<file path="src/design/slfbs_pkg.sv">
// Package for the serial LCD frame byte streamer: payload structs, queue entry type,
// controller command codes and byte positions of the window set-up sequence.
// No dependencies.
`timescale 1ns / 1ps
`default_nettype none

package slfbs_pkg;

  // Field widths.
  localparam int SIDE_W   = 9;
  localparam int COUNT_W  = 18;
  localparam int BYTE_W   = 8;
  localparam int RGB_W    = 24;
  localparam int OPCODE_W = 2;
  localparam int IDX_W    = 4;

  // Largest window side, and the reset size of the window.
  localparam logic [SIDE_W-1:0] MAX_SIDE     = SIDE_W'(480);
  localparam logic [SIDE_W-1:0] RESET_WIDTH  = SIDE_W'(320);
  localparam logic [SIDE_W-1:0] RESET_HEIGHT = SIDE_W'(240);

  // Configuration port.
  localparam int CFG_IDX_W  = 1;
  localparam int CFG_DATA_W = SIDE_W;
  localparam logic [CFG_IDX_W-1:0] REG_WIDTH  = 1'b0;
  localparam logic [CFG_IDX_W-1:0] REG_HEIGHT = 1'b1;

  // Controller command bytes.
  localparam logic [BYTE_W-1:0] CMD_COL_ADDR   = 8'h2A;
  localparam logic [BYTE_W-1:0] CMD_ROW_ADDR   = 8'h2B;
  localparam logic [BYTE_W-1:0] CMD_MEM_WRITE  = 8'h2C;
  localparam logic [BYTE_W-1:0] CMD_BRIGHTNESS = 8'h51;

  // Byte positions within the window set-up sequence.
  localparam logic [IDX_W-1:0] IDX_COL_CMD  = 4'd0;
  localparam logic [IDX_W-1:0] IDX_COL_S_HI = 4'd1;
  localparam logic [IDX_W-1:0] IDX_COL_S_LO = 4'd2;
  localparam logic [IDX_W-1:0] IDX_COL_E_HI = 4'd3;
  localparam logic [IDX_W-1:0] IDX_COL_E_LO = 4'd4;
  localparam logic [IDX_W-1:0] IDX_ROW_CMD  = 4'd5;
  localparam logic [IDX_W-1:0] IDX_ROW_S_HI = 4'd6;
  localparam logic [IDX_W-1:0] IDX_ROW_S_LO = 4'd7;
  localparam logic [IDX_W-1:0] IDX_ROW_E_HI = 4'd8;
  localparam logic [IDX_W-1:0] IDX_ROW_E_LO = 4'd9;
  localparam logic [IDX_W-1:0] IDX_MEM_WR   = 4'd10;

  // Byte positions of the two-byte transactions (pixel, brightness).
  localparam logic [IDX_W-1:0] IDX_FIRST = 4'd0;
  localparam logic [IDX_W-1:0] IDX_PAIR_LAST = 4'd1;

  // Input opcodes.
  typedef enum logic [OPCODE_W-1:0] {
    OP_FRAME  = 2'd0,
    OP_PIXEL  = 2'd1,
    OP_BRIGHT = 2'd2
  } op_t;

  // Kind of work handed from the front to the back.
  typedef enum logic [1:0] {
    KIND_SETUP  = 2'd0,
    KIND_PIXEL  = 2'd1,
    KIND_BRIGHT = 2'd2
  } kind_t;

  // Queue depth between front and back.
  localparam int Q_DEPTH = 2;
  localparam int Q_PTR_W = $clog2(Q_DEPTH);
  localparam int Q_CNT_W = $clog2(Q_DEPTH + 1);

  typedef struct packed {
    logic [OPCODE_W-1:0] opcode;
    logic [RGB_W-1:0]    pixel_rgb;
    logic [BYTE_W-1:0]   level;
  } in_item_t;

  typedef struct packed {
    logic [BYTE_W-1:0] out_byte;
    logic              is_data;
    logic              last;
    logic              frame_end;
  } out_item_t;

  // Queue entry. Set-up: data = {height-1, width-1}. Pixel: data[15:0] = RGB565.
  // Brightness: data[7:0] = level.
  typedef struct packed {
    kind_t                  kind;
    logic [2*SIDE_W-1:0]    data;
    logic                   frame_end;
  } desc_t;

  // Queue status seen by the front and the back.
  typedef struct packed {
    logic  full;
    logic  head_valid;
    desc_t head;
  } q_status_t;

endpackage

`default_nettype wire

</file>
<file path="src/design/spi_lcd_frame_byte_streamer_top.sv">
// Top level of the serial LCD frame byte streamer: front, descriptor queue and back.
// Depends on slfbs_pkg, slfbs_front, slfbs_queue and slfbs_back.
//
// Usage:
//   Input channel (in_valid / in_stall / in_item) carries frame start, pixel and
//   brightness transactions. Output channel (out_valid / out_stall / out_item) carries
//   one byte per transaction, tagged command or data, with a last flag per input item
//   and a frame_end flag on the low byte of the frame's final pixel.
//   cfg_we / cfg_index / cfg_wdata write the window width and height, saturated to
//   1..480; write them only while the block is idle.
// Timing:
//   The first byte of an item passes through the queue and then the output register. The back
//   end emits one byte per cycle while out_stall is low; a pixel or brightness item is 2
//   bytes and a frame start 11, so the back end's byte rate sets the item rate. Opcode 3 is
//   accepted and dropped. A two-entry queue lets the front accept while bytes drain.
// Reset and stall:
//   Reset empties the queue and the output register, clears the pixel counter and
//   restores a 320 x 240 window. While out_stall is high the output byte holds, the
//   queue fills, and in_stall rises once it is full.
`timescale 1ns / 1ps
`default_nettype none

module spi_lcd_frame_byte_streamer_top
  import slfbs_pkg::*;
(
  input  wire logic                  clk,
  input  wire logic                  rst_n,
  input  wire logic                  cfg_we,
  input  wire logic [CFG_IDX_W-1:0]  cfg_index,
  input  wire logic [CFG_DATA_W-1:0] cfg_wdata,
  input  wire logic                  in_valid,
  output logic                       in_stall,
  input  wire in_item_t              in_item,
  output logic                       out_valid,
  input  wire logic                  out_stall,
  output out_item_t                  out_item
);

  logic      push;
  logic      pop;
  desc_t     push_desc;
  q_status_t q_status;

  // Front: accepts and classifies input transactions.
  slfbs_front u_front (
    .clk       (clk),
    .rst_n     (rst_n),
    .cfg_we    (cfg_we),
    .cfg_index (cfg_index),
    .cfg_wdata (cfg_wdata),
    .in_valid  (in_valid),
    .in_item   (in_item),
    .q_full    (q_status.full),
    .in_stall  (in_stall),
    .push      (push),
    .push_desc (push_desc)
  );

  // Queue between front and back.
  slfbs_queue u_queue (
    .clk       (clk),
    .rst_n     (rst_n),
    .push      (push),
    .push_desc (push_desc),
    .pop       (pop),
    .status    (q_status)
  );

  // Back: serializes descriptors into bytes.
  slfbs_back u_back (
    .clk       (clk),
    .rst_n     (rst_n),
    .q_status  (q_status),
    .pop       (pop),
    .out_stall (out_stall),
    .out_valid (out_valid),
    .out_item  (out_item)
  );

`ifndef SYNTH
  // The queue never takes a descriptor while full.
  a_no_overflow: assert property (@(posedge clk) disable iff (!rst_n)
    q_status.full |-> !push)
    else $error("descriptor pushed into a full queue");

  // The back end only retires a descriptor that is present.
  a_no_underflow: assert property (@(posedge clk) disable iff (!rst_n)
    pop |-> q_status.head_valid)
    else $error("descriptor popped from an empty queue");

  // A frame end byte is always the final data byte of its item.
  a_frame_end_last: assert property (@(posedge clk) disable iff (!rst_n)
    (out_valid && out_item.frame_end) |-> (out_item.last && out_item.is_data))
    else $error("frame end flagged on a byte that is not a final data byte");

  // A new byte is loaded only after the previous one was taken.
  a_out_hold: assert property (@(posedge clk) disable iff (!rst_n)
    (out_valid && out_stall) |=> (out_valid && $stable(out_item)))
    else $error("output byte changed while stalled");
`endif

endmodule

`default_nettype wire

</file>
<file path="src/design/slfbs_front.sv">
// Front end of the streamer: configuration registers, pixel counter and item classification.
// Depends on slfbs_pkg; pushes one work descriptor per useful input transaction.
`timescale 1ns / 1ps
`default_nettype none

module slfbs_front
  import slfbs_pkg::*;
(
  input  wire logic                  clk,
  input  wire logic                  rst_n,
  input  wire logic                  cfg_we,
  input  wire logic [CFG_IDX_W-1:0]  cfg_index,
  input  wire logic [CFG_DATA_W-1:0] cfg_wdata,
  input  wire logic                  in_valid,
  input  wire in_item_t              in_item,
  input  wire logic                  q_full,
  output logic                       in_stall,
  output logic                       push,
  output desc_t                      push_desc
);

  logic [SIDE_W-1:0]  width_r;
  logic [SIDE_W-1:0]  height_r;
  logic [SIDE_W-1:0]  cfg_clamped;
  logic [COUNT_W-1:0] count_r;
  logic [COUNT_W-1:0] count_nxt;
  logic [COUNT_W-1:0] count_inc;
  logic [COUNT_W-1:0] total;
  logic               accept;
  logic               wrap;
  logic [15:0]        rgb565;

  // Written values saturate into the legal side range.
  always_comb begin
    if (cfg_wdata == '0) begin
      cfg_clamped = SIDE_W'(1);
    end else if (cfg_wdata > MAX_SIDE) begin
      cfg_clamped = MAX_SIDE;
    end else begin
      cfg_clamped = cfg_wdata;
    end
  end

  always_ff @(posedge clk) begin
    if (!rst_n) begin
      width_r  <= RESET_WIDTH;
      height_r <= RESET_HEIGHT;
    end else if (cfg_we) begin
      unique case (cfg_index)
        REG_WIDTH:  width_r  <= cfg_clamped;
        REG_HEIGHT: height_r <= cfg_clamped;
        default: ;
      endcase
    end
  end

  // The input side waits only while the queue is full.
  assign in_stall = q_full;
  assign accept   = in_valid && !in_stall;

  // Pixel counting against the window area.
  assign total     = {{(COUNT_W-SIDE_W){1'b0}}, width_r} * {{(COUNT_W-SIDE_W){1'b0}}, height_r};
  assign count_inc = count_r + COUNT_W'(1);
  assign wrap      = (count_inc >= total);

  assign rgb565 = {in_item.pixel_rgb[23:19], in_item.pixel_rgb[15:10], in_item.pixel_rgb[7:3]};

  // Classify the transaction and build its descriptor.
  always_comb begin
    push      = 1'b0;
    push_desc = '{kind: KIND_SETUP, data: '0, frame_end: 1'b0};
    count_nxt = count_r;
    unique case (in_item.opcode)
      OP_FRAME: begin
        push           = accept;
        push_desc.kind = KIND_SETUP;
        push_desc.data = {height_r - SIDE_W'(1), width_r - SIDE_W'(1)};
        if (accept) begin
          count_nxt = '0;
        end
      end
      OP_PIXEL: begin
        push                = accept;
        push_desc.kind      = KIND_PIXEL;
        push_desc.data      = {{(2*SIDE_W-16){1'b0}}, rgb565};
        push_desc.frame_end = wrap;
        if (accept) begin
          count_nxt = wrap ? '0 : count_inc;
        end
      end
      OP_BRIGHT: begin
        push           = accept;
        push_desc.kind = KIND_BRIGHT;
        push_desc.data = {{(2*SIDE_W-BYTE_W){1'b0}}, in_item.level};
      end
      default: ;
    endcase
  end

  always_ff @(posedge clk) begin
    if (!rst_n) begin
      count_r <= '0;
    end else begin
      count_r <= count_nxt;
    end
  end

endmodule

`default_nettype wire

</file>
<file path="src/design/slfbs_queue.sv">
// Short descriptor queue between front and back of the streamer.
// Depends on slfbs_pkg for the entry and status types.
`timescale 1ns / 1ps
`default_nettype none

module slfbs_queue
  import slfbs_pkg::*;
(
  input  wire logic  clk,
  input  wire logic  rst_n,
  input  wire logic  push,
  input  wire desc_t push_desc,
  input  wire logic  pop,
  output q_status_t  status
);

  desc_t              mem_r [Q_DEPTH];
  logic [Q_PTR_W-1:0] wr_ptr_r;
  logic [Q_PTR_W-1:0] rd_ptr_r;
  logic [Q_CNT_W-1:0] cnt_r;
  logic [Q_CNT_W-1:0] cnt_nxt;

  assign status.full       = (cnt_r == Q_CNT_W'(Q_DEPTH));
  assign status.head_valid = (cnt_r != '0);
  assign status.head       = mem_r[rd_ptr_r];

  // Entry storage.
  always_ff @(posedge clk) begin
    if (push) begin
      mem_r[wr_ptr_r] <= push_desc;
    end
  end

  // Occupancy tracking.
  always_comb begin
    cnt_nxt = cnt_r;
    if (push && !pop) begin
      cnt_nxt = cnt_r + Q_CNT_W'(1);
    end else if (pop && !push) begin
      cnt_nxt = cnt_r - Q_CNT_W'(1);
    end
  end

  always_ff @(posedge clk) begin
    if (!rst_n) begin
      wr_ptr_r <= '0;
      rd_ptr_r <= '0;
      cnt_r    <= '0;
    end else begin
      cnt_r <= cnt_nxt;
      if (push) begin
        wr_ptr_r <= (wr_ptr_r == Q_PTR_W'(Q_DEPTH - 1)) ? '0 : wr_ptr_r + Q_PTR_W'(1);
      end
      if (pop) begin
        rd_ptr_r <= (rd_ptr_r == Q_PTR_W'(Q_DEPTH - 1)) ? '0 : rd_ptr_r + Q_PTR_W'(1);
      end
    end
  end

endmodule

`default_nettype wire

</file>
<file path="src/design/slfbs_back.sv">
// Back end of the streamer: walks each descriptor byte by byte into the output register.
// Depends on slfbs_pkg; reads the queue head and pops it as its final byte is loaded.
`timescale 1ns / 1ps
`default_nettype none

module slfbs_back
  import slfbs_pkg::*;
(
  input  wire logic      clk,
  input  wire logic      rst_n,
  input  wire q_status_t q_status,
  output logic           pop,
  input  wire logic      out_stall,
  output logic           out_valid,
  output out_item_t      out_item
);

  logic [IDX_W-1:0]  idx_r;
  logic [IDX_W-1:0]  last_idx;
  logic              fire;
  logic              last_byte;
  logic              out_valid_r;
  out_item_t         out_item_r;
  out_item_t         byte_nxt;
  logic [SIDE_W-1:0] wm;
  logic [SIDE_W-1:0] hm;

  assign wm = q_status.head.data[SIDE_W-1:0];
  assign hm = q_status.head.data[2*SIDE_W-1:SIDE_W];

  // Final byte position for the head descriptor.
  always_comb begin
    unique case (q_status.head.kind)
      KIND_SETUP: last_idx = IDX_MEM_WR;
      default:    last_idx = IDX_PAIR_LAST;
    endcase
  end

  assign last_byte = (idx_r == last_idx);
  assign fire      = q_status.head_valid && (!out_valid_r || !out_stall);
  assign pop       = fire && last_byte;

  // Byte generator for the current position.
  always_comb begin
    byte_nxt = '{out_byte: '0, is_data: 1'b1, last: last_byte, frame_end: 1'b0};
    unique case (q_status.head.kind)
      KIND_SETUP: begin
        unique case (idx_r) inside
          IDX_COL_CMD: begin
            byte_nxt.out_byte = CMD_COL_ADDR;
            byte_nxt.is_data  = 1'b0;
          end
          IDX_ROW_CMD: begin
            byte_nxt.out_byte = CMD_ROW_ADDR;
            byte_nxt.is_data  = 1'b0;
          end
          IDX_MEM_WR: begin
            byte_nxt.out_byte = CMD_MEM_WRITE;
            byte_nxt.is_data  = 1'b0;
          end
          IDX_COL_E_HI: byte_nxt.out_byte = BYTE_W'(wm >> BYTE_W);
          IDX_COL_E_LO: byte_nxt.out_byte = wm[BYTE_W-1:0];
          IDX_ROW_E_HI: byte_nxt.out_byte = BYTE_W'(hm >> BYTE_W);
          IDX_ROW_E_LO: byte_nxt.out_byte = hm[BYTE_W-1:0];
          IDX_COL_S_HI, IDX_COL_S_LO, IDX_ROW_S_HI, IDX_ROW_S_LO: begin
            byte_nxt.out_byte = '0;
          end
          default: byte_nxt.out_byte = '0;
        endcase
      end
      KIND_PIXEL: begin
        if (idx_r == IDX_FIRST) begin
          byte_nxt.out_byte = q_status.head.data[15:8];
        end else begin
          byte_nxt.out_byte  = q_status.head.data[7:0];
          byte_nxt.frame_end = q_status.head.frame_end;
        end
      end
      KIND_BRIGHT: begin
        if (idx_r == IDX_FIRST) begin
          byte_nxt.out_byte = CMD_BRIGHTNESS;
          byte_nxt.is_data  = 1'b0;
        end else begin
          byte_nxt.out_byte = q_status.head.data[BYTE_W-1:0];
        end
      end
      default: ;
    endcase
  end

  // Byte position counter.
  always_ff @(posedge clk) begin
    if (!rst_n) begin
      idx_r <= '0;
    end else if (fire) begin
      idx_r <= last_byte ? '0 : idx_r + IDX_W'(1);
    end
  end

  // Output register: refilled whenever it is empty or being taken.
  always_ff @(posedge clk) begin
    if (!rst_n) begin
      out_valid_r <= 1'b0;
    end else if (fire) begin
      out_valid_r <= 1'b1;
    end else if (!out_stall) begin
      out_valid_r <= 1'b0;
    end
  end

  always_ff @(posedge clk) begin
    if (fire) begin
      out_item_r <= byte_nxt;
    end
  end

  assign out_valid = out_valid_r;
  assign out_item  = out_item_r;

endmodule

`default_nettype wire

</file>
<file path="config.mk">
export PLATFORM = sky130hd
export DESIGN_NAME = spi_lcd_frame_byte_streamer_top
export DESIGN_NICKNAME = d
export VERILOG_FILES = /design/src/design/slfbs_pkg.sv /design/src/design/spi_lcd_frame_byte_streamer_top.sv /design/src/design/slfbs_front.sv /design/src/design/slfbs_queue.sv /design/src/design/slfbs_back.sv
export SDC_FILE = /design/constraint.sdc
export NUM_CORES = 1
export LEC_CHECK = 0
export BUFFER_PORTS_ARGS = -buffer_cell sky130_fd_sc_hd__clkbuf_2
export CAP_MARGIN = 20
export CORE_UTILIZATION = 45
export CTS_CLUSTER_DIAMETER = 50
export CTS_CLUSTER_SIZE = 20
export DETAILED_ROUTE_END_ITERATION = 12
export PLACE_DENSITY = 0.67
export REMOVE_ABC_BUFFERS = 1
export SLEW_MARGIN = 0
export SYNTH_ARGS = -nofsm -noshare
export SYNTH_HDL_FRONTEND = slang
export SYNTH_SLANG_ARGS = --single-unit
</file>
<file path="constraint.sdc">
create_clock -name clk -period 17.7 [get_ports clk]
set_input_delay 0 -clock clk [delete_from_list [all_inputs] [get_ports clk]]
set_output_delay 0 -clock clk [all_outputs]
set_load 0.02 [all_outputs]
</file>
* After elaboration in Yosys (flattened, before gate mapping)
Memory sizes are Yosys's and may differ from the RTL's. A register that Yosys moved wholly into a read port is not among the register bits.
Index checks and enable logic that the tools add are counted.
** Word-level totals
- Bits of input ports :: 49
- Word-level logic and storage cells :: 93
- Output and inout port bits :: 13
- Memories kept :: 1
- Memory bits (read-only) :: 0
- Latch bits :: 0
- Memory bits (writable) :: 42
- Flip-flop bits (word level) :: 56
** Cells by class
- Multiply operators :: 1
- Bitwise logic cells :: 2
- Div/mod/pow operators :: 0
- Shift-type cells :: 0
- $lt $le $gt $ge :: 2
- Equal/unequal tests :: 15
- Muxes and demuxes :: 28
- Add/sub/neg operators :: 8
- Reductions and logical operators :: 24
** Memories
- u_queue.mem_r :: words 2, bits a word 21, rd ports 1, clocked after Yosys merged registers in 1, write ports 1, line slfbs_queue.sv:17 : desc_t mem_r [Q_DEPTH];
** Operators with widths (number)
- case mux 20 bit (3 select lines) :: 1
- case mux 8 bit (7 select lines) :: 1
- 2-to-1 mux 18 bit :: 3
- case mux 18 bit (2 select lines) :: 1
- case mux 8 bit (3 select lines) :: 1
- adder 18 x 1 -> 18 bit (second input constant) :: 1
- greater-or-equal comparator 18 bit :: 1
- multiplier 9 x 9 -> 18 bit :: 1
- 2-to-1 mux 9 bit :: 2
- subtractor 9 x 1 -> 9 bit (second input constant) :: 2
- 2-to-1 mux 8 bit :: 2
- equality test 4 bit (second input constant) :: 3
- 2-to-1 mux 1 bit :: 12
- > comparator 9 bit (second input constant) :: 1
- logical NOT 9 bit :: 1
- equality test 4 x 3 -> 1 bit (second input constant) :: 2
- 2-to-1 mux 4 bit :: 2
- equality test 2 bit (second input constant) :: 3
- != test 2 x 1 -> 1 bit (second input constant) :: 3
- nonzero test 2 bit :: 3
- OR reduction 3 bit :: 2
- logical AND 1 bit :: 5
- logical NOT 1 bit :: 5
- adder 4 x 1 -> 4 bit (second input constant) :: 1
- other kinds (15) :: 21

* Depth between registers and ports, before layout
Gate-level depths: netlist (run 1).
- Depth after elaboration :: 8
- Mapped depth :: 25
- Mapped depth without buffers :: 23

* Cells and area by module
Synthesis (run 1) repeated with hierarchy kept, for this count alone.
** Unflattened totals
- Cell total of the unflattened synthesis :: 900
- Area total of the unflattened synthesis :: 8255.4 sq um
** Modules (own cells, without submodules)
- slfbs_front :: cells an instance 694, sequential area each 720.7 sq um, area each 5373.9 sq um, times used 1
- slfbs_queue :: cells an instance 87, sequential area each 1361.3 sq um, area each 1729.2 sq um, times used 1
- slfbs_back :: cells an instance 119, sequential area each 430.4 sq um, area each 1152.4 sq um, times used 1

* Worst setup path before layout (run 1)
OpenSTA, ideal clock, no wires.
- Path type :: register to register
- Start point :: register u_front.width_r[3]
- End point :: register u_front.count_r[0]
- Required time :: 17624 ps
- Buffers on the path :: 2
- Library setup time :: 76 ps
- Period minus slack after synthesis :: 6207 ps
- Cell stages (with the launch flop) :: 25
- Arrival time :: 6131 ps
- Slack :: 11493 ps
- Cells stage by stage :: dfxtp_1 clkbuf_1 and2_1 fa_1 inv_1 fa_1 inv_1 fa_1 inv_1 fa_1 inv_1 ha_1 a21o_1 a221o_1 a41o_1 a31o_1 or4_1 nand3_1 ha_1 and4_1 a221oi_1 and2_1 clkbuf_1 nand3b_1 a21boi_0
** On the way
- Word-level cells in the longest chain between the ends :: 5
** Ends and longest elaborated chain
- start, declared :: line slfbs_front.sv:22 : logic [SIDE_W-1:0] width_r;
- start signal, assigned :: line slfbs_front.sv:50 : REG_WIDTH: width_r <= cfg_clamped;
- multiplier 9 x 9 -> 18 bit :: line slfbs_front.sv:62 : assign total = {{(COUNT_W-SIDE_W){1'b0}}, width_r} * {{(COUNT_W-SIDE_W){1'b0}}, height_r};
- greater-or-equal comparator 18 bit :: line slfbs_front.sv:64 : assign wrap = (count_inc >= total);
- 2-to-1 mux 18 bit :: line slfbs_front.sv:88 : count_nxt = wrap ? '0 : count_inc;
- 2-to-1 mux 18 bit :: line slfbs_front.sv:87 : if (accept) begin
- case mux 18 bit (2 select lines) :: line slfbs_front.sv:73 : unique case (in_item.opcode)
- end signal, assigned :: line slfbs_front.sv:104 : count_r <= count_nxt;
- end, declared :: line slfbs_front.sv:25 : logic [COUNT_W-1:0] count_r;
No other way between the ends. The select of a mux whose other input is x is not followed.
A chain may end at the register's enable or synchronous reset.

* Final worst setup path (run 1)
- Start point :: register u_front.width_r[2]
- End point :: register u_front.count_r[0]
Same word-level chain as after synthesis.

==> flow_summary.json, run 1 <==
{
  "ys_ff_latch": 99,
  "crit_chain": "and2_1, fa_1, fa_1, fa_1, inv_1, fa_1, inv_1, ha_1, a21o_1, a221o_1, a41o_1, a31o_1, or4_1, nand3_1, ha_1, and4_1, a221oi_1, buf_4, and2_1, nand3b_1, a21boi_0",
  "p_sw_frac": 0.3606,
  "drc_errors": 0,
  "ant_nets": 0,
  "hp-start": "in_item[28]",
  "slowest_delay_ns": 0.71,
  "layoutNonFillerInstCount": 1179,
  "cpMostUsedCell": "fa_1",
  "layout.nets": 1112,
  "post_cts_resized": 0,
  "whs_endpoint": "u_queue.mem_r[0][13]$_DFFE_PP_",
  "synth_cell_types": 66,
  "vdd_drop_max_mv": 0.06600,
  "multi_input_area_um2": 5112,
  "post-route-cell-area_um2": 9024,
  "crit_slowest_cell": "dfxtp_1",
  "io-pin-count": 62,
  "vias_per_cell": 5.355,
  "rsz0062_at_grt": "no",
  "cts_hold_buffers": 14,
  "fmax_mhz": 147.9,
  "critPathLaunch": "u_front.width_r[2]$_SDFFE_PN0P_",
  "p_per_area_nw_per_um2": 88.36,
  "seqCellArea_um2": 2512,
  "h-tree-depth": 3,
  "status": "finished clean",
  "avgSynthCellArea_um2": 8.957,
  "clk_path_buf_depth": 2,
  "root_buffer": "clkbuf_16",
  "finalSetupViolCount": 0,
  "ys.flop_type": "edfxtp_1",
  "total_power_uw": 797.4,
  "whs_path_depth": 3,
  "path_max_fanout": 14,
  "place_area_um2": 8554,
  "worst_slew_pin_slew_ns": 1.082,
  "cts_tree": "built",
  "rows": 48,
  "leakage_nw": 3.931,
  "clk_pin_slew_worst_paths_ns": 0.07,
  "hp-class": "in -> reg",
  "r2r-end": "u_front.count_r[0]$_SDFFE_PN0P_",
  "skew_ns": 0.01098,
  "routedWlPerCell_um": 14.43,
  "clkPwrFrac": 0.264,
  "p_sw_uw": 287.5,
  "antenna_found_initial": 0,
  "crit_path_end_kind": "register",
  "slew_headroom": 0.2765,
  "antenna_cells": 0,
  "grt_usage": 0.1919,
  "portBuffers": 53,
  "p_comb_frac": 0.358,
  "start_util": 0.4663,
  "crit_type": "reg -> reg",
  "wirelength_um": 17010,
  "critPathBufInv": 3,
  "gr-total-overflow": 0,
  "slew_violations": 0,
  "synth-edff-count": 53,
  "synth_cells": 913,
  "dr.pass1.iters": 4,
  "hold_viol": 0,
  "cts_setup_buffers": 0,
  "drive_above_1_share": 0.09329,
  "min_period_over_period": 0.3820,
  "synth_area_um2": 8178,
  "r2r_setup_slack_ns": 10.94,
  "drt_iter0_markers": 270,
  "yosysSeqAreaShare": 0.3072,
  "worstReg2RegStart": "u_front.width_r[2]$_SDFFE_PN0P_",
  "grt_pass1_vias": 6024,
  "layout_min_cycle_time_ns": 6.762,
  "cp.required_ns": 17.98,
  "die_h_um": 136.8,
  "worstPathArrival_ns": 7.04,
  "cts-buffers-inserted": 9,
  "clk_latency_ns": 0.35,
  "yosysWarnings": 0,
  "dpl.cell_count": 1148,
  "core_area_um2": 17540,
  "die_w_um": 136.8,
  "ys_async_sr_fraction": 0,
  "gp_congestion": 0.8160,
  "start_kind": "register",
  "fin_tns_setup_ns": 0,
  "synthToLayoutAreaGrowth_pct": 10.34,
  "worstRegToRegCells": 21,
  "hpwl_um": 12530,
  "vias": 6314,
  "fillers": 1668,
  "die_area_um2": 18720,
  "pwr-share-seq": 0.378,
  "grt_max_degree": 47,
  "crit_family": "adder cells",
  "grt_pass1_wl_um": 28160,
  "p_int_uw": 509.9,
  "max_cap_violations": 0,
  "clock-sinks": 99
}
cells in the mapped netlist (all sizes together) (7+ instances only):
library cell / n / area share
and3: 10 / 0.0078
mux2i: 19 / 0.023
o21ai: 28 / 0.017
dfxtp: 46 / 0.11
a21o: 7 / 0.0064
nand4: 9 / 0.0076
o211ai: 11 / 0.010
xor2: 15 / 0.016
buf: 11 / 0.0078
clkbuf: 35 / 0.016
nand2: 115 / 0.053
nor3: 20 / 0.012
a21boi: 23 / 0.021
and2: 53 / 0.041
nor2b: 15 / 0.011
a21oi: 38 / 0.024
inv: 95 / 0.044
nand3: 29 / 0.018
edfxtp: 53 / 0.19
nor2: 58 / 0.027
fa: 50 / 0.12
nand2b: 8 / 0.0061
ha: 64 / 0.098
xnor2: 31 / 0.033
worst max path at each step:
stage	to	slack, ns	cells past startpoint
after global placement	u_front.count_r[0]$_SDFFE_PN0P_	11.04	21
after global routing	u_front.count_r[1]$_SDFFE_PN0P_	10.64	21
after floorplan	u_front.count_r[0]$_SDFFE_PN0P_	11.21	22
after detailed placement	u_front.count_r[0]$_SDFFE_PN0P_	10.94	21
after CTS	u_front.count_r[0]$_SDFFE_PN0P_	10.92	21
final	u_front.count_r[0]$_SDFFE_PN0P_	10.94	21
flip-flops by register name (all words and copies together) (netlist names), named ones only:
| name | cells |
|---|---|
| u_back.out_valid | 1 |
| u_queue.cnt_r | 2 |
| u_queue.mem_r | 42 |
| u_back.out_item | 11 |
| u_front.height_r | 9 |
| u_front.width_r | 9 |
| u_front.count_r | 18 |
| u_back.idx_r | 4 |
| u_queue.wr_ptr_r | 1 |
| u_queue.rd_ptr_r | 1 |
per-stage QoR:
stage,hold slack (ns),worst slack (ns),utilization
detailed placement,0.2693,10.94,0.4878
global route,0.03235,10.64,0.5146
global placement,0.2668,11.04,0.4878
floorplan,0.07183,11.21,-
finish,0.02314,10.94,0.5146
CTS,0.01124,10.92,0.5137
logic make-up (layout without fill, tap and decap cells):
kind of cell,Yosys count,count (layout),share of synthesized area
multiplexers,21,21,0.02601
flip-flops,99,99,0.3072
AO/OA/AOI/OAI,145,145,0.1196
XOR/XNOR,46,46,0.04927
buffers and inverters,142,183,0.06793
adder cells (fa/ha/maj),114,114,0.2203
AND/OR/NAND/NOR,346,346,0.2096
metal layers:
| metal | up-vias | wire length, um | GRT usage |
|---|---|---|---|
| met4 | 0 | 206 | 0.05556 |
| met2 | 115 | 8295 | 0.3319 |
| met3 | 16 | 589 | 0.02852 |
| met5 | - | 0 | 0 |
| met1 | 3023 | 7916 | 0.2476 |
| li1 | 3160 | - | - |
tightest hold or removal path, cell delays in order:
cell and delay [ns]:
clkbuf_2 0.08, a21oi_1 0.06, nor2_1 0.11
final cells by class:
type	count	area share
clock inverter	7	0.009845
sequential	99	0.2784
inverter	96	0.03993
timing repair buffer	71	0.04908
clock buffer	9	0.02496
tap	225	0.03120
multi-input combinational	672	0.5666
cell usage in the layout, fill, tap and decap left out, types with 5 or more instances in the layout:
cell           synthesis  final
dfxtp_1               46     46
fa_1                  50     50
edfxtp_1              53     53
nor2b_1               15     14
and2_1                53     53
nand2b_1               8      8
a32oi_1                5      5
xnor2_1               31     31
o21ai_0               28     28
o211ai_1              11     11
nor2_1                58     58
nor3_1                20     20
inv_1                 95     95
a21boi_0              21     21
o221ai_1               5      5
nand3_1               29     29
nand4_1                8      8
a21o_1                 7      7
ha_1                  64     64
and3_1                 9      9
mux2i_1               19     19
nand2_1              115    115
xor2_1                15     15
clkbuf_16              0      9
dlygate4sd3_1          0     14
a21oi_1               37     37
nor4_1                 5      5
clkbuf_2               0     53
power by group through the flow:
stage / combinational [mW] / sequential, mW / clock [mW]
2_1_floorplan: 0.193 / 0.320 / 0
3_3_place_gp: 0.278 / 0.306 / 0
3_5_place_dp: 0.283 / 0.307 / 0
4_1_cts: 0.287 / 0.302 / 0.216
5_1_grt: 0.328 / 0.306 / 0.224
6_report: 0.285 / 0.301 / 0.211
Power figures use the tool's default switching activity.
==> run 2: changes to the inputs <==
- clock period: 17.7 -> 6.8 ns (I/O delays scaled with it)
==> run 2 against run 1 <==
Against the previous run: non-clock buffer count increased by 5; clock power increased by 130%; combinational power increased to 2.6 times the previous value; core utilization unchanged; maximum frequency increased by 6.1%; largest power group unchanged; die area unchanged; first-iteration DRC count decreased by 4.8%; critical path depth decreased by 1; clock-buffer cell count increased by 1; register-to-register slack got worse by 11 ns.
==> flow_summary.json, run 2 (synthesis results as in run 1) <==
{
  "die_h_um": 136.8,
  "root_buffer": "clkbuf_16",
  "p_sw_uw": 733.7,
  "fin_tns_setup_ns": 0,
  "die_area_um2": 18720,
  "vias_per_cell": 5.394,
  "worstPathArrival_ns": 6.65,
  "leakage_nw": 3.940,
  "layout_common_cells": "nand2_1 (115), inv_1 (95), ha_1 (64)",
  "pwr-share-seq": 0.386,
  "cts_setup_buffers": 0,
  "grt_max_degree": 47,
  "post_cts_resized": 0,
  "layout_min_cycle_time_ns": 6.373,
  "ant_nets": 0,
  "worstRegToRegCells": 20,
  "p_int_mw": 1.286,
  "worst_slew_pin_slew_ns": 0.9413,
  "path_max_fanout": 13,
  "hold_viol": 0,
  "crit_slowest_cell": "dfxtp_1",
  "crit_family": "adder cells",
  "finalSetupViolCount": 0,
  "clk_latency_ns": 0.35,
  "p_comb_frac": 0.372,
  "met3_usage": 0.03407,
  "multi_input_area_um2": 5112,
  "gr-total-overflow": 0,
  "critPathBufInv": 2,
  "start_util": 0.4663,
  "dr.pass1.iters": 4,
  "fmax_mhz": 156.9,
  "p_per_area_nw_per_um2": 223.8,
  "final_util": 0.5146,
  "met1_usage": 0.2597,
  "die_w_um": 136.8,
  "routedWlPerCell_um": 14.67,
  "cpMostUsedCell": "fa_1",
  "h-tree-depth": 3,
  "dpl.cell_count": 1154,
  "slowest_delay_ns": 0.69,
  "layoutNonFillerInstCount": 1184,
  "min_period_over_period": 0.9372,
  "seqCellArea_um2": 2512,
  "clk_pin_slew_worst_paths_ns": 0.07,
  "use_met2": 0.3384,
  "start_kind": "register",
  "crit_type": "reg -> reg",
  "layout.nets": 1117,
  "antenna_cells": 0,
  "largest_reg_flops": 42,
  "synthToLayoutAreaGrowth_pct": 10.34,
  "fillers": 1660,
  "core_area_um2": 17540,
  "layout_commonest_cell": "nand2_1",
  "rsz0062_at_grt": "no",
  "cts-buffers-inserted": 9,
  "whs_path_depth": 3,
  "grt.busiest_layer": "met2",
  "place_area_um2": 8600,
  "clkPwrFrac": 0.242,
  "clock-sinks": 99,
  "gp_congestion": 0.8417,
  "clk_path_buf_depth": 2,
  "place_ws_ns": 0.3929,
  "cp.required_ns": 7.08,
  "skew_ns": 0.008380,
  "drt_iter0_markers": 257,
  "grt_pass1_vias": 5915,
  "portBuffers": 53,
  "p_sw_frac": 0.3633,
  "grt_usage": 0.1969,
  "regMostFlops": "u_queue.mem_r",
  "post-route-cell-area_um2": 9024,
  "grt_pass1_wl_um": 28830,
  "rows": 48,
  "path_depth": 20,
  "status": "finished clean",
  "vias": 6387,
  "hp-class": "in -> reg",
  "max_cap_violations": 0,
  "drive_above_1_share": 0.09802,
  "setup_ws_ns": 0.4271,
  "crit_path_end_kind": "register",
  "slew_violations": 0,
  "wirelength_um": 17370,
  "io-pin-count": 62,
  "total_power_mw": 2.020,
  "antenna_found_initial": 0,
  "drc_errors": 0,
  "vdd_drop_max_mv": 0.1697,
  "crit_chain": "and2_1, fa_1, fa_1, fa_1, inv_1, fa_1, inv_1, ha_1, a21o_1, a221o_1, a41o_1, a31o_1, or4_1, nand3_1, ha_1, and4_1, a221oi_1, and2_1, nand3b_1, a21boi_0",
  "whs_ns": 0.01059,
  "hpwl_um": 12980,
  "cts_tree": "built",
  "slew_headroom": 0.3724
}
run 2: cell count changes in the layout (fill, tap and decap cells not counted):
cell | before | now
inv_8 | 3 | 1
clkbuf_1 | 0 | 1
clkinv_4 | 0 | 2
clkinv_1 | 1 | 2
buf_6 | 0 | 1
inv_6 | 2 | 1
buf_4 | 3 | 9
bufinv_16 | 1 | 0
dlygate4sd3_1 | 14 | 12
run 2: final timing paths:
path	startpoint	end	slack, ns
hold reg to reg	u_back.out_valid$_SDFFE_PN0P_	u_back.out_valid$_SDFFE_PN0P_	0.49
hold / removal	in_item[12]	u_queue.mem_r[1][2]$_DFFE_PP_	0.01
setup / recovery	u_front.width_r[6]$_SDFFE_PN1P_	u_front.count_r[0]$_SDFFE_PN0P_	0.43
setup reg to reg	u_front.width_r[6]$_SDFFE_PN1P_	u_front.count_r[0]$_SDFFE_PN0P_	0.43
run 2: power by group through the flow:
stage	clock network, mW	logic, mW	registers (mW)
6_report	0.488	0.751	0.780
5_1_grt	0.523	0.861	0.791
4_1_cts	0.504	0.755	0.781
3_5_place_dp	0	0.743	0.794
3_3_place_gp	0	0.729	0.792
2_1_floorplan	0	0.502	0.833
run 2: area by class of cell:
class	count	share of cell area
clock buffer	10	0.02537
multi-input combinational	672	0.5666
timing repair buffer	76	0.05311
clock inverter	6	0.005408
inverter	96	0.03993
sequential	99	0.2784
tap	225	0.03120
run 2: layer usage:
| metal | vias to the layer above | wire length (um) |
|---|---|---|
| met2 | 142 | 8560 |
| met5 | - | 0 |
| met3 | 13 | 653 |
| met4 | 0 | 177 |
| met1 | 3063 | 7983 |
| li1 | 3169 | - |
run 2: repair_timing:
item / 4_1_cts / 5_1_grt
hold buffers: 12 / 0
endpoints found under the setup margin: 0 / 0
hold endpoints to repair: 23 / 0
run 2: worst register-to-register path, cell delays in order (launching register included):
cell      delay (ns)
dfxtp_1         0.69
and2_1          0.24
fa_1            0.43
fa_1            0.47
fa_1            0.54
inv_1           0.05
fa_1            0.54
inv_1           0.05
ha_1            0.37
a21o_1          0.22
a221o_1         0.31
a41o_1          0.24
a31o_1          0.26
or4_1           0.40
nand3_1         0.10
ha_1            0.24
and4_1          0.21
a221oi_1        0.31
and2_1          0.37
nand3b_1        0.11
a21boi_0        0.16
==> run 3: changes to the inputs <==
- PLACE_DENSITY: 0.67 -> 0.69
- RECOVER_POWER: unset -> 50
- REMOVE_ABC_BUFFERS: 1 -> unset
- clock period: 6.8 -> 5.26 ns (I/O delays scaled with it)
==> run 3 against run 2 <==
Against the previous run: largest cell class unchanged; critical path depth rose by 2; maximum frequency is 11% higher; critical endpoint is now u_front.count_r[9]$_SDFFE_PN0P_; global-route usage up 0.32 points; the run now ends with setup timing left.
==> flow_summary.json, run 3 (synthesis results as in run 1) <==
{
  "worstReg2RegStart": "u_front.height_r[8]$_SDFFE_PN0P_",
  "r2r_setup_slack_ns": -0.48,
  "portBuffers": 53,
  "leakage_nw": 4.147,
  "largest_reg_flops": 42,
  "start_kind": "register",
  "die_h_um": 136.8,
  "whs_path_depth": 3,
  "fmax_mhz": 174.1,
  "layout.nets": 1164,
  "drc_errors": 0,
  "antenna_found_initial": 0,
  "skew_ns": 0.009367,
  "vias": 6553,
  "crit_path_end_kind": "register",
  "min_period_over_period": 1.092,
  "slew_violations": 0,
  "dpl.cell_count": 1199,
  "cts_tree": "built",
  "hold_viol": 0,
  "vias_per_cell": 5.323,
  "cts-buffers-inserted": 9,
  "h-tree-depth": 3,
  "met3_usage": 0.03444,
  "core_area_um2": 17540,
  "rows": 48,
  "routedWlPerCell_um": 14.33,
  "p_per_area_nw_per_um2": 287.9,
  "die_w_um": 136.8,
  "layoutNonFillerInstCount": 1231,
  "rsz0062_at_grt": "yes",
  "regMostFlops": "u_queue.mem_r",
  "synth_fp_nets": 1076,
  "status": "finished with violations",
  "path_max_fanout": 8,
  "worstRegToRegCells": 22,
  "post-route-cell-area_um2": 9515,
  "root_buffer": "clkbuf_16",
  "setup_ws_ns": -0.4847,
  "layout_common_cells": "nand2_1 (115), inv_1 (92), ha_1 (60)",
  "drive_above_1_share": 0.1511,
  "cp.required_ns": 5.55,
  "layout_commonest_cell": "nand2_1",
  "whs_endpoint": "u_queue.mem_r[1][5]$_DFFE_PP_",
  "cts_setup_buffers": 0,
  "synthToLayoutAreaGrowth_pct": 16.36,
  "io-pin-count": 62,
  "grt.busiest_layer": "met2",
  "gp_congestion": 0.8616,
  "slew_headroom": 0.02929,
  "die_area_um2": 18720,
  "max_cap_violations": 0,
  "grt_pass1_wl_um": 29730,
  "clk_latency_ns": 0.36,
  "total_power_mw": 2.739,
  "clock-sinks": 99,
  "clk_path_buf_depth": 2,
  "antenna_cells": 0,
  "r2r-end": "u_front.count_r[9]$_SDFFE_PN0P_",
  "start_util": 0.4663,
  "grt_pass1_vias": 6277,
  "wirelength_um": 17640,
  "hp-class": "in -> reg",
  "worstPathArrival_ns": 6.03,
  "met1_usage": 0.2559,
  "hpwl_um": 13400,
  "violations": "setup timing",
  "vdd_drop_max_mv": 0.2234,
  "grt_usage": 0.2001,
  "place_area_um2": 9004,
  "dr.pass1.iters": 4,
  "hp-start": "in_item[15]",
  "gr-total-overflow": 0,
  "drt_iter0_markers": 419,
  "worst_slew_pin_slew_ns": 1.456,
  "whs_ns": 0.02771,
  "ant_nets": 0,
  "finalSetupViolCount": 20,
  "layout_min_cycle_time_ns": 5.745,
  "use_met2": 0.3438,
  "fillers": 1603,
  "clk_pin_slew_worst_paths_ns": 0.07,
  "grt_max_degree": 47,
  "crit_type": "reg -> reg"
}
==> run 3: changes by cell type in the layout (fill, tap and decap cells not counted), sizes merged <==
cell | before | now
clkinv | 4 | 3
buf | 11 | 52
inv | 97 | 99
clkbuf | 63 | 66
clkinvlp | 1 | 0
dlygate4sd3 | 12 | 15
==> run 3: routing by layer <==
metal  wire, um  share of wire  up-vias
met1       7939           0.45     3153
met3        533          0.030       17
met5          0              0        -
met2       8924           0.51      120
li1           -              -     3263
met4        245          0.014        0
==> run 3: final cells by class <==
type	instances	area, um2	area share
Sequential cell	99	2530	0.2659
Inverter	96	360.3	0.03787
Tap cell	225	281.5	0.02959
Clock buffer	10	250.2	0.02630
Clock inverter	6	51.30	0.005391
Timing Repair Buffer	123	814.5	0.08560
Multi-Input combinational cell	672	5228	0.5494
==> run 3: where the power goes <==
part           total, mW  internal, mW  switching [mW]
Combinational       1.06         0.439           0.623
Sequential         0.998         0.947          0.0511
Clock              0.679         0.359           0.320
Total               2.74          1.74           0.995
==> run 3: timing repair <==
action | in CTS | in global routing
hold buffers | 15 | 0
gates cloned | 1 | 0
endpoints found under the hold margin | 29 | 0
gates resized for setup | 11 | 23
pin swaps | 3 | 4
endpoints found under the setup margin | 20 | 20
==> run 3: worst max-delay path, cell delays in order (launching register included) <==
cell and delay, ns:
dfxtp_4 0.37, and2_4 0.16, fa_1 0.55, inv_2 0.04
fa_1 0.55, inv_2 0.04, fa_1 0.52, inv_1 0.05
fa_1 0.48, inv_2 0.04, ha_4 0.21, a21o_1 0.15
a221o_1 0.34, a41o_1 0.23, a31o_1 0.24, or4_4 0.44
nand3_4 0.09, ha_4 0.21, and4_4 0.16, a221oi_4 0.33
and2_4 0.26, a32oi_1 0.11, nor2b_1 0.13
==> run 3: worst max path at each step <==
| stage | from | endpoint | slack (ns) | depth (start not counted) |
|---|---|---|---|---|
| 2_1_floorplan | u_front.height_r[8]$_SDFFE_PN0P_ | u_front.count_r[10]$_SDFFE_PN0P_ | -0.50 | 24 |
| 3_3_place_gp | u_front.width_r[5]$_SDFFE_PN0P_ | u_front.count_r[10]$_SDFFE_PN0P_ | -0.46 | 20 |
| 3_5_place_dp | u_front.width_r[4]$_SDFFE_PN0P_ | u_front.count_r[9]$_SDFFE_PN0P_ | -0.57 | 20 |
| 4_1_cts | u_front.height_r[8]$_SDFFE_PN0P_ | u_front.count_r[4]$_SDFFE_PN0P_ | -0.50 | 22 |
| 5_1_grt | u_front.height_r[8]$_SDFFE_PN0P_ | u_front.count_r[9]$_SDFFE_PN0P_ | -0.71 | 22 |
| 6_report | u_front.height_r[8]$_SDFFE_PN0P_ | u_front.count_r[9]$_SDFFE_PN0P_ | -0.48 | 22 |
==> run 3: metrics by stage <==
step                TNS, ns  setup slack (ns)  utilization
finish               -8.701           -0.4847       0.5426
detailed placement   -9.893           -0.5674       0.5134
global placement     -7.968           -0.4564       0.5134
CTS                  -9.584           -0.5010       0.5400
floorplan            -8.253           -0.4971            -
global route         -13.11           -0.7063       0.5426
